$ cat config.mk
export PLATFORM = sky130hd
export DESIGN_NAME = double_ended_queue_flat
export DESIGN_NICKNAME = d
export VERILOG_FILES = /design/src/rtl/core/dq_pkg.sv /design/src/rtl/core/dq_if.sv /design/src/rtl/core/dq_ctrl.sv /design/src/rtl/core/dq_dpath.sv /design/src/rtl/core/double_ended_queue.sv /design/src/flat_wrapper.sv
export SDC_FILE = /design/constraint.sdc
export NUM_CORES = 1
export LEC_CHECK = 0
export ABC_AREA = 1
export BUFFER_PORTS_ARGS = -buffer_cell sky130_fd_sc_hd__buf_2
export CORE_AREA = 10 10 201 222
export CTS_CLUSTER_DIAMETER = 60
export CTS_CLUSTER_SIZE = 20
export DETAILED_ROUTE_END_ITERATION = 10
export DIE_AREA = 0 0 211 232
export PLACE_DENSITY = 0.82
export SYNTH_ARGS = -nofsm -noshare
export SYNTH_HDL_FRONTEND = slang
export SYNTH_SLANG_ARGS = --single-unit
export TNS_END_PERCENT = 5
$ cat constraint.sdc
create_clock -name clock -period 6.2 [get_ports clock]
set_input_delay 1.24 -clock clock [delete_from_list [all_inputs] [get_ports clock]]
set_output_delay 1.24 -clock clock [all_outputs]
set_load 0.005 [all_outputs]
$ cat src/rtl/core/dq_pkg.sv
// ----------------------------------------------------------------------------
// dq_pkg
// Shared constants, command and status codes, control and status structs and
// the ring index helper for the double-ended queue.
// ----------------------------------------------------------------------------
package dq_pkg;

   // Queue geometry.
   localparam int DEPTH  = 16;
   localparam int IDX_W  = (DEPTH > 1) ? $clog2(DEPTH) : 1;
   localparam int CNT_W  = $clog2(DEPTH + 1);
   localparam int SUM_W  = CNT_W + 1;

   // Field widths of the channels.
   localparam int DATA_W = 32;
   localparam int CMD_W  = 2;
   localparam int STAT_W = 2;
   localparam int OCC_W  = 5;

   // Command codes.
   localparam logic [CMD_W-1:0] OP_PUSH_FRONT = 2'd0;
   localparam logic [CMD_W-1:0] OP_PUSH_BACK  = 2'd1;
   localparam logic [CMD_W-1:0] OP_POP_FRONT  = 2'd2;
   localparam logic [CMD_W-1:0] OP_POP_BACK   = 2'd3;

   // Status codes.
   localparam logic [STAT_W-1:0] ST_OK    = 2'd0;
   localparam logic [STAT_W-1:0] ST_EMPTY = 2'd1;
   localparam logic [STAT_W-1:0] ST_FULL  = 2'd2;

   // Commands from the controller to the datapath.
   typedef struct packed {
      logic capture;   // latch the incoming item
      logic execute;   // evaluate the latched command this cycle
      logic accept;    // the command is legal and changes the queue
   } dq_ctl_type;

   // Status from the datapath to the controller.
   typedef struct packed {
      logic [CMD_W-1:0] op;
      logic             full;
      logic             empty;
   } dq_stat_type;

   // Ring index plus an offset of at most DEPTH, wrapped modulo DEPTH.
   function automatic logic [IDX_W-1:0] ring_add(input logic [IDX_W-1:0] idx,
                                                 input logic [CNT_W-1:0] off);
      logic [SUM_W-1:0] sum;
      sum = {{(SUM_W - IDX_W){1'b0}}, idx} + {1'b0, off};
      if (sum >= SUM_W'(DEPTH)) begin
         sum = sum - SUM_W'(DEPTH);
      end
      return sum[IDX_W-1:0];
   endfunction

endpackage

$ cat src/rtl/core/dq_if.sv
// ----------------------------------------------------------------------------
// dq_if
// Valid/ready channel interfaces for command items and result items.
// ----------------------------------------------------------------------------

// Command channel: one item per queue command.
interface dq_req_if;
   logic                                valid;
   logic                                ready;
   logic [dq_pkg::CMD_W-1:0]            cmd;
   logic signed [dq_pkg::DATA_W-1:0]    data_in;

   modport source (output valid, output cmd, output data_in, input ready);
   modport sink   (input valid, input cmd, input data_in, output ready);
endinterface

// Result channel: one item per command.
interface dq_rsp_if;
   logic                                valid;
   logic                                ready;
   logic signed [dq_pkg::DATA_W-1:0]    data_out;
   logic [dq_pkg::STAT_W-1:0]           status;
   logic [dq_pkg::OCC_W-1:0]            occupancy;

   modport source (output valid, output data_out, output status, output occupancy,
                   input ready);
   modport sink   (input valid, input data_out, input status, input occupancy,
                   output ready);
endinterface

$ cat src/rtl/core/dq_ctrl.sv
// ----------------------------------------------------------------------------
// dq_ctrl
// Sequencer for the queue: takes one command item, has the datapath execute
// it against the ring store, then holds the result until it is taken.
// ----------------------------------------------------------------------------
module dq_ctrl (
   input  logic                 clock,
   input  logic                 reset,
   input  logic                 req_valid,
   output logic                 req_ready,
   output logic                 rsp_valid,
   input  logic                 rsp_ready,
   input  dq_pkg::dq_stat_type  stat,
   output dq_pkg::dq_ctl_type   ctl
);
   import dq_pkg::*;

   localparam logic [1:0] S_IDLE = 2'd0;
   localparam logic [1:0] S_EXEC = 2'd1;
   localparam logic [1:0] S_RESP = 2'd2;

   logic [1:0] state_ff;
   logic [1:0] state_in;
   logic       is_push;

   // Pushes need room, pops need a word.
   assign is_push = (stat.op == OP_PUSH_FRONT) || (stat.op == OP_PUSH_BACK);

   // Next state.
   always_comb begin
      state_in = state_ff;
      case (state_ff)
         S_IDLE: begin
            if (req_valid) begin
               state_in = S_EXEC;
            end
         end
         S_EXEC: begin
            state_in = S_RESP;
         end
         S_RESP: begin
            if (rsp_ready) begin
               state_in = S_IDLE;
            end
         end
         default: begin
            state_in = S_IDLE;
         end
      endcase
   end

   always_ff @(posedge clock) begin
      if (reset) begin
         state_ff <= S_IDLE;
      end else begin
         state_ff <= state_in;
      end
   end

   // Handshakes and datapath commands.
   assign req_ready   = (state_ff == S_IDLE);
   assign rsp_valid   = (state_ff == S_RESP);
   assign ctl.capture = req_valid && req_ready;
   assign ctl.execute = (state_ff == S_EXEC);
   assign ctl.accept  = is_push ? !stat.full : !stat.empty;

`ifndef SYNTHESIS
   // A result only follows execution of a command.
   a_rsp_after_exec: assert property (@(posedge clock) disable iff (reset)
      $rose(rsp_valid) |-> $past(state_ff) == S_EXEC)
      else $error("result shown without an executed command");

   // A push is never carried out on a full queue.
   a_no_push_full: assert property (@(posedge clock) disable iff (reset)
      (ctl.execute && ctl.accept && is_push) |-> !stat.full)
      else $error("push accepted on full queue");

   // A pop is never carried out on an empty queue.
   a_no_pop_empty: assert property (@(posedge clock) disable iff (reset)
      (ctl.execute && ctl.accept && !is_push) |-> !stat.empty)
      else $error("pop accepted on empty queue");

   // Only one side of the block is open at a time.
   a_one_side: assert property (@(posedge clock) disable iff (reset)
      !(req_ready && rsp_valid))
      else $error("input and result handshakes open together");
`endif

endmodule

$ cat src/rtl/core/dq_dpath.sv
// ----------------------------------------------------------------------------
// dq_dpath
// Ring store, front index and entry count of the queue, plus the result
// registers for one command.
// ----------------------------------------------------------------------------
module dq_dpath (
   input  logic                              clock,
   input  logic                              reset,
   input  dq_pkg::dq_ctl_type                ctl,
   output dq_pkg::dq_stat_type               stat,
   input  logic [dq_pkg::CMD_W-1:0]          req_cmd,
   input  logic signed [dq_pkg::DATA_W-1:0]  req_data_in,
   output logic signed [dq_pkg::DATA_W-1:0]  rsp_data_out,
   output logic [dq_pkg::STAT_W-1:0]         rsp_status,
   output logic [dq_pkg::OCC_W-1:0]          rsp_occupancy
);
   import dq_pkg::*;

   // Ring store, no reset: entries are only read after being written.
   logic [DATA_W-1:0]  mem [DEPTH];

   logic [CMD_W-1:0]   op_ff;
   logic [DATA_W-1:0]  word_ff;
   logic [IDX_W-1:0]   front_ff;
   logic [IDX_W-1:0]   front_in;
   logic [CNT_W-1:0]   count_ff;
   logic [CNT_W-1:0]   count_in;
   logic [STAT_W-1:0]  status_ff;
   logic [STAT_W-1:0]  status_in;
   logic               pop_ok_ff;
   logic [DATA_W-1:0]  rd_data_ff;
   logic [IDX_W-1:0]   slot;
   logic               wr_en;
   logic               rd_en;

   assign stat.op    = op_ff;
   assign stat.full  = (count_ff == CNT_W'(DEPTH));
   assign stat.empty = (count_ff == '0);

   // Latch the command item.
   always_ff @(posedge clock) begin
      if (ctl.capture) begin
         op_ff   <= req_cmd;
         word_ff <= req_data_in;
      end
   end

   // Slot selection and index/count updates for the latched command.
   always_comb begin
      slot      = front_ff;
      front_in  = front_ff;
      count_in  = count_ff;
      wr_en     = 1'b0;
      rd_en     = 1'b0;
      status_in = ST_OK;
      case (op_ff)
         OP_PUSH_FRONT: begin
            slot = ring_add(front_ff, CNT_W'(DEPTH - 1));
            if (ctl.accept) begin
               front_in = slot;
               count_in = count_ff + 1'b1;
               wr_en    = ctl.execute;
            end else begin
               status_in = ST_FULL;
            end
         end
         OP_PUSH_BACK: begin
            slot = ring_add(front_ff, count_ff);
            if (ctl.accept) begin
               count_in = count_ff + 1'b1;
               wr_en    = ctl.execute;
            end else begin
               status_in = ST_FULL;
            end
         end
         OP_POP_FRONT: begin
            slot = front_ff;
            if (ctl.accept) begin
               front_in = ring_add(front_ff, CNT_W'(1));
               count_in = count_ff - 1'b1;
               rd_en    = ctl.execute;
            end else begin
               status_in = ST_EMPTY;
            end
         end
         OP_POP_BACK: begin
            slot = ring_add(front_ff, count_ff - 1'b1);
            if (ctl.accept) begin
               count_in = count_ff - 1'b1;
               rd_en    = ctl.execute;
            end else begin
               status_in = ST_EMPTY;
            end
         end
         default: begin
            slot = front_ff;
         end
      endcase
   end

   // Queue pointers.
   always_ff @(posedge clock) begin
      if (reset) begin
         front_ff <= '0;
         count_ff <= '0;
      end else if (ctl.execute) begin
         front_ff <= front_in;
         count_ff <= count_in;
      end
   end

   // Result status, held until the next command executes.
   always_ff @(posedge clock) begin
      if (ctl.execute) begin
         status_ff <= status_in;
         pop_ok_ff <= rd_en;
      end
   end

   // Ring store with a registered read port.
   always_ff @(posedge clock) begin
      if (wr_en) begin
         mem[slot] <= word_ff;
      end
      if (rd_en) begin
         rd_data_ff <= mem[slot];
      end
   end

   assign rsp_data_out  = pop_ok_ff ? rd_data_ff : '0;
   assign rsp_status    = status_ff;
   assign rsp_occupancy = OCC_W'(count_ff);

`ifndef SYNTHESIS
   // The count never exceeds the ring size.
   a_count_range: assert property (@(posedge clock) disable iff (reset)
      count_ff <= CNT_W'(DEPTH))
      else $error("entry count above depth");

   // The pointers move only when a command executes.
   a_ptr_hold: assert property (@(posedge clock)
      (!reset && !$past(reset) && !$past(ctl.execute)) |->
         ($stable(count_ff) && $stable(front_ff)))
      else $error("queue pointers changed without a command");

   // A rejected command leaves the count unchanged.
   a_reject_hold: assert property (@(posedge clock) disable iff (reset)
      (ctl.execute && !ctl.accept) |=> $stable(count_ff))
      else $error("rejected command changed the queue");
`endif

endmodule

$ cat src/rtl/core/double_ended_queue.sv
// ----------------------------------------------------------------------------
// double_ended_queue: bounded deque of signed words in a ring store.
// A command is captured, then executed with the ring store access and registered
// read, then its result is held until it is taken; one command is in flight at a
// time, so a new command is taken only after the last result is taken, and any
// result stall holds it back. Synchronous active-high reset empties the queue; store contents are kept.
// ----------------------------------------------------------------------------
module double_ended_queue (
   input  logic      clock,
   input  logic      reset,
   dq_req_if.sink    req_if,
   dq_rsp_if.source  rsp_if
);
   import dq_pkg::*;

   dq_ctl_type   ctl;
   dq_stat_type  stat;

   // Sequencer.
   dq_ctrl u_ctrl (
      .clock     (clock),
      .reset     (reset),
      .req_valid (req_if.valid),
      .req_ready (req_if.ready),
      .rsp_valid (rsp_if.valid),
      .rsp_ready (rsp_if.ready),
      .stat      (stat),
      .ctl       (ctl)
   );

   // Ring store and pointers.
   dq_dpath u_dpath (
      .clock         (clock),
      .reset         (reset),
      .ctl           (ctl),
      .stat          (stat),
      .req_cmd       (req_if.cmd),
      .req_data_in   (req_if.data_in),
      .rsp_data_out  (rsp_if.data_out),
      .rsp_status    (rsp_if.status),
      .rsp_occupancy (rsp_if.occupancy)
   );

endmodule

$ cat src/flat_wrapper.sv
// flat-port wrapper written by rule: the top's interface ports become plain ports
module double_ended_queue_flat import dq_pkg::*;
  (clock, reset, req_if_valid, req_if_cmd, req_if_data_in, req_if_ready, rsp_if_valid, rsp_if_data_out, rsp_if_status, rsp_if_occupancy, rsp_if_ready);
  dq_req_if req_if_i ();
  dq_rsp_if rsp_if_i ();
  input  logic clock;
  input  logic reset;
  input wire logic [$bits(req_if_i.valid)-1:0] req_if_valid;
  input wire logic [$bits(req_if_i.cmd)-1:0] req_if_cmd;
  input wire logic [$bits(req_if_i.data_in)-1:0] req_if_data_in;
  output wire logic [$bits(req_if_i.ready)-1:0] req_if_ready;
  output wire logic [$bits(rsp_if_i.valid)-1:0] rsp_if_valid;
  output wire logic [$bits(rsp_if_i.data_out)-1:0] rsp_if_data_out;
  output wire logic [$bits(rsp_if_i.status)-1:0] rsp_if_status;
  output wire logic [$bits(rsp_if_i.occupancy)-1:0] rsp_if_occupancy;
  input wire logic [$bits(rsp_if_i.ready)-1:0] rsp_if_ready;
  assign req_if_i.valid = req_if_valid;
  assign req_if_i.cmd = req_if_cmd;
  assign req_if_i.data_in = req_if_data_in;
  assign req_if_ready = req_if_i.ready;
  assign rsp_if_valid = rsp_if_i.valid;
  assign rsp_if_data_out = rsp_if_i.data_out;
  assign rsp_if_status = rsp_if_i.status;
  assign rsp_if_occupancy = rsp_if_i.occupancy;
  assign rsp_if_i.ready = rsp_if_ready;
  double_ended_queue u_core (.clock(clock), .reset(reset), .req_if(req_if_i), .rsp_if(rsp_if_i));
endmodule
; ---- Word level (Yosys, flattened, before mapping)
; Memories as Yosys holds them, arrays and structs flattened. A register that Yosys moved wholly into a read port is not among the register bits.
; Cells that the tools add are included.
[totals]
regBits = 48
latchBits = 0
ram_bits = 512
mem_bits_ro = 0
inputBits = 38
out_inout_bits = 41
word_cells = 71
n_memories = 1
[mem_list]
columns = memory, words, word_bits, read_ports, rd_clocked_by_memory_dff, write_ports, line
row1 = u_core.u_dpath.mem, 16, 32, 1, 1, 1, dq_dpath.sv:20  ; logic [DATA_W-1:0] mem [DEPTH];
[op_classes]
add_sub_neg = 10
multipliers = 0
div = 0
n_lt_le_gt_ge = 4
eq_ne = 12
n_shift = 0
n_mux = 24
n_bitwise = 0
reduce_logical = 13
[op_table]
columns = op, n
row1 = 32-bit two-way mux, 1
row2 = 4-bit two-way mux, 6
row3 = 4-bit case mux with 4 select lines, 1
row4 = 4-bit by 1-bit subtractor with 4-bit output (second input constant), 4
row5 = 4-bit by 5-bit adder with 6-bit output, 2
row6 = 6-bit by 5-bit greater-or-equal comparator with 1-bit output (second input constant), 2
row7 = 5-bit greater-or-equal comparator (second input constant), 2
row8 = 5-bit two-way mux, 2
row9 = 2-bit by 1-bit inequality test with 1-bit output (second input constant), 5
row10 = 5-bit case mux with 2 select lines, 1
row11 = 4-bit case mux with 2 select lines, 1
row12 = 1-bit two-way mux, 7
row13 = 2-bit equality test (second input constant), 3
row14 = 2-bit two-way mux, 3
row15 = 2-bit case mux with 3 select lines, 1
row16 = 4-bit by 1-bit adder with 5-bit output (second input constant), 1
row17 = 4-bit by 4-bit adder with 5-bit output (second input constant), 1
row18 = 5-bit by 1-bit adder with 5-bit output (second input constant), 1
row19 = 5-bit equality test (second input constant), 1
row20 = 5-bit zero test, 1
row21 = 5-bit by 1-bit subtractor with 5-bit output (second input constant), 1
row22 = 2-bit by 1-bit equality test with 1-bit output (second input constant), 2
row23 = 2-bit zero test, 2
row24 = 2-bit case mux with 2 select lines, 1
row25 = other kinds (9), 11

; ---- Logic depth before layout (Yosys ltp)
[logic_depth]
depth_word = 7
ltp_mapped = 19
depth_no_buf = 16

; ---- Modules after synthesis
; A second synthesis with hierarchy kept.
[unflattened]
hier_cells = 2436
area_unflattened_um2 = 25750.9
[modules_own_cells]
columns = mod, instances, cells_per_inst, area_per_inst_um2, seq_area_each_um2
row1 = dq_dpath, 1, 2420, 25639.6, 17626.9
row2 = dq_ctrl, 1, 16, 111.4, 40.0

; ---- Least setup slack after synthesis
; OpenSTA, ideal clock, no wires.
[synth_path]
path_kind = reg-to-reg
from = reg u_core.u_dpath.count_ff[0], in the netlist u_core.u_dpath.rsp_occupancy[0]
to = mem u_core.u_dpath.mem[0][0] (enable)
setup_ns = 0.421
arrival_ns = 3.856
required_ns = 5.779
slack_ns = 1.923
stages_incl_launch_ff = 13
path_buffers = 2
synth_period_minus_slack_ns = 4.277
path_cell_list = dfxtp_1 -> clkinv_1 -> ha_1 -> o21ai_0 -> inv_1 -> fa_1 -> xor2_1 -> o22ai_1 -> nor2_1 -> buf_2 -> buf_4 -> nand3_1 -> nor2_1
[synth_between]
elab_chain_len = 7
word_cells_on_any_way = 19
cone_classes = add/sub: 5 / order compare: 2 / eq/ne: 1 / mux: 8 / reduce/logical: 3
[synth_rtl]
columns = element, line
row1 = start: declaration, dq_dpath.sv:26  ; logic [CNT_W-1:0] count_ff;
row2 = start signal: assignment, dq_dpath.sv:108  ; count_ff <= count_in;
row3 = branches (longest 7 deep; another with 4-bit by 5-bit adder with 6-bit output), --
row4 = end: declaration, dq_dpath.sv:20
; Parallel ways; which one is timed is not known.

; ---- Final worst setup path
[layout_path]
from = reg u_core.u_dpath.op_ff[1]
to = mem u_core.u_dpath.mem[4][23] (enable)
[layout_between]
elab_chain_len = 7
word_cells_on_any_way = 12
cone_classes = eq/ne: 3 / mux: 6 / reduce/logical: 3
[layout_rtl]
columns = element, line
row1 = start: declaration, dq_dpath.sv:22  ; logic [CMD_W-1:0] op_ff;
row2 = start signal: assignment, dq_dpath.sv:43  ; op_ff <= req_cmd;
row3 = 2-bit by 1-bit equality test with 1-bit output or 2-bit zero test (tied branches), "dq_ctrl.sv:27, dq_dpath.sv:56"
row4 = 1-bit logical OR, dq_ctrl.sv:27  ; assign is_push = (stat.op == OP_PUSH_FRONT) || (stat.op == OP_PUSH_BACK);
row5 = 1-bit two-way mux, dq_ctrl.sv:65  ; assign ctl.accept = is_push ? !stat.full : !stat.empty;
row6 = 1-bit two-way mux, "dq_dpath.sv:59, dq_dpath.sv:69"
row7 = 1-bit two-way mux, --
row8 = 1-bit two-way mux, dq_dpath.sv:122  ; if (wr_en) begin
row9 = 1-bit two-way mux (not written as such), dq_dpath.sv:123  ; mem[slot] <= word_ff;
; Several ways; a longest one is shown, not always the timed one.

==> impl_metrics.env <==
export IMPL_skew_ns=0.0260
export IMPL_dp_cells=2892
export IMPL_clockBufferDepth=3
export IMPL_cts_sinks=592
export IMPL_synth_xor_area_share_pct=0.377
export IMPL_synth_edf_count=581
export IMPL_synth_warnings=0
export IMPL_worstPathArrival_ns=5.00
export IMPL_gr_total_overflow=0
export IMPL_synth_top_family_by_area="simple AND/OR/NAND/NOR gates"
export IMPL_synthArstFlopShare_pct=0
export IMPL_worstSetupPathType="flip-flop to flip-flop"
export IMPL_drt_iter0_drc=2090
export IMPL_maxCapViolations=0
export IMPL_grt_max_degree=131
export IMPL_ir_worst_vdd_mv=0.217
export IMPL_seqCellArea_um2=17700
export IMPL_post_cts_buffers=0
export IMPL_path_clk_slew_ns=0.08
export IMPL_nets=2465
export IMPL_cts_made_buffers=37
export IMPL_port_buffers=78
export IMPL_core_area_um2=39900
export IMPL_viasPerCell=6.18
export IMPL_globalplace_congestion=0.837
export IMPL_grt_pass1_wl_um=96400
export IMPL_setup_viol=0
export IMPL_holdBufCountCts=0
export IMPL_drc=0
export IMPL_track_usage_pct=25.1
export IMPL_clockRootBuffer="clkbuf_16"
export IMPL_dieArea_um2=49000
export IMPL_yosysUniqueCellTypes=31
export IMPL_die_y_um=232
export IMPL_multi_input_area_um2=7130
export IMPL_synthToLayoutAreaGrowth_pct=6.78
export IMPL_diodes=0
export IMPL_synth_compound_area_share_pct=0.567
export IMPL_syn_avg_cell_area_um2=10.5
export IMPL_post_cts_resized=0
export IMPL_die_w_um=211
export IMPL_fill_cells=2846
export IMPL_max_clock_freq_mhz=206
export IMPL_synth_fa_ha_area_share_pct=0.470
export IMPL_synthTopCellsByCount="nand2_1, edfxtp_1, nand4_1, clkbuf_1, buf_2"
export IMPL_hold_viol=0
export IMPL_cp_start_kind="flip-flop"
export IMPL_holdCritStartpoint="u_core.u_dpath.rsp_occupancy[4]$_SDFFE_PP0P_"
export IMPL_hold_class="flip-flop to flip-flop"
export IMPL_critPathLaunch="u_core.u_dpath.op_ff[1]$_DFFE_PP_"
export IMPL_synthSimpleGateAreaFrac_pct=25.7
export IMPL_synth_nets=2486
export IMPL_timing_hold_ws_ns=0.498
export IMPL_tightest_slew_ns=1.28
export IMPL_synth_top_cell_area_share_pct=68.2
export IMPL_drv_slew=0
export IMPL_wl_um=62400
export IMPL_netlist_area_um2=25600
export IMPL_slew_headroom_pct=14.3
export IMPL_layout_drive_gt1_share_pct=7.75
export IMPL_status="completed"
export IMPL_wl_per_cell_um=21.2
export IMPL_worst_skew_pair_late_latency_ns=0.56
export IMPL_std_cell_rows=77
export IMPL_p_per_area_nw_per_um2=298
export IMPL_layout_setup_ws_ns=1.36
export IMPL_yosysMostFrequentCell="nand2_1"
export IMPL_synth_top_flop_cell="edfxtp_1"
export IMPL_antenna_found_initial=0
export IMPL_power_leakage_nw=11.2
export IMPL_timing_final_crit_share_pct=78.1
export IMPL_worstSetupEndpointType="flip-flop"
export IMPL_rsz0062_at_grt="false"
export IMPL_pre_cts_slack_ns=1.44
export IMPL_ys_ff_latch=592
export IMPL_cp_required_ns=6.36
export IMPL_r2r_start="u_core.u_dpath.op_ff[1]$_DFFE_PP_"
export IMPL_cts_tree="yes"
export IMPL_io_pin_count=79
export IMPL_finalNonFillerCells=2939
export IMPL_dr_pass1_iters=6
export IMPL_postRouteAntennaNets=0
export IMPL_synthMuxAreaShare_pct=0
export IMPL_fin_setup_tns_ns=0
export IMPL_initial_utilization_pct=64.1
export IMPL_synth_cells=2439
export IMPL_crit_fanout=60
export IMPL_grt_pass1_vias=17389
export IMPL_synth_seq_area_share_pct=69.1
export IMPL_htreeDepth=2
export IMPL_synth_top_area_cell="edfxtp_1"
export IMPL_num_vias=18165
export IMPL_ys_top_cells_by_area="edfxtp_1, nand2_1, nand4_1, buf_2, clkbuf_1"
export IMPL_dp_hpwl_um=33900
export IMPL_layout_min_cycle_time_ns=4.84
final timing paths:
check	to	slack, ns	cells past startpoint
setup / recovery	u_core.u_dpath.mem[4][23]$_DFFE_PP_	1.36	12
hold / removal	u_core.u_dpath.rsp_occupancy[4]$_SDFFE_PP0P_	0.50	2
setup reg to reg	u_core.u_dpath.mem[4][23]$_DFFE_PP_	1.36	12
hold reg to reg	u_core.u_dpath.rsp_occupancy[4]$_SDFFE_PP0P_	0.50	2
per-stage QoR:
stage               utilization (%)  power (mW)  instance area (um^2)
finish                         68.5        8.14                 27300
detailed placement             65.9        5.82                 26300
CTS                            68.5        8.14                 27300
global placement               65.9        5.79                 26300
floorplan                         -        5.47                 25600
global route                   68.5        8.42                 27300
layout make-up:
cell class / instances / share of cell area, %
clock buffers: 39 / 3.50
flip-flops and latches: 592 / 64.7
clock inverters: 8 / 0.289
repair buffers: 106 / 2.20
inverters: 63 / 0.875
well taps: 513 / 2.35
multi-input cells: 1618 / 26.1
flip-flops by register name, indices dropped and copies added (netlist names):
signal                        count
u_core.u_dpath.op_ff              2
u_core.u_dpath.rd_data_ff        32
u_core.u_dpath.mem              512
u_core.u_dpath.rsp_status         2
u_core.u_dpath.pop_ok_ff          1
u_core.u_dpath.front_ff           4
u_core.u_dpath.word_ff           32
u_core.u_ctrl.state_ff            2
u_core.u_dpath.rsp_occupancy      5
power by group:
part,total (mW),switching [mW],internal [mW],leakage (nW)
sequential,4.56,0.0856,4.47,5.34
clock,2.38,1.26,1.12,0.506
combinational,1.20,0.879,0.326,5.37
total,8.14,2.23,5.92,11.2
critical path: stages, from the launching register on:
cell and delay, ns:
edfxtp_1 0.65, nand2_1 0.29, xor2_1 0.21, ha_1 0.20, inv_1 0.06, fa_1 0.50
nand2_1 0.07, inv_2 0.06, nor2_1 0.06, o21ai_4 0.09, buf_4 0.60, nand3_1 0.48
nor2_4 1.12
routing by layer:
layer  vias to the layer above  global-route usage, %  wire, um
met5                         -                      0         0
met4                         0                   9.72      1950
met3                       158                   4.18      6790
met2                      1160                   41.2     30300
met1                      8606                   32.9     23300
li1                       8241                      -         -
cells in the final DEF, fill, tap and decap left out, types with 16 or more instances in the layout:
cell type	synthesis	layout
nand2_1	1262	1261
buf_2	68	78
edfxtp_1	581	581
clkbuf_16	0	38
nand3_1	16	16
buf_4	3	28
nand4_1	256	256
nor2_4	0	18
inv_1	52	52
kinds of logic (layout without fill, tap and decap cells):
family | count (synthesis) | after routing
fa+ha+maj | 9 | 9
buf+inv | 229 | 216
flops | 592 | 592
compound gates | 26 | 26
xor+xnor | 11 | 11
simple gates | 1572 | 1572
Note: power is estimated with default switching activity, not from simulation.
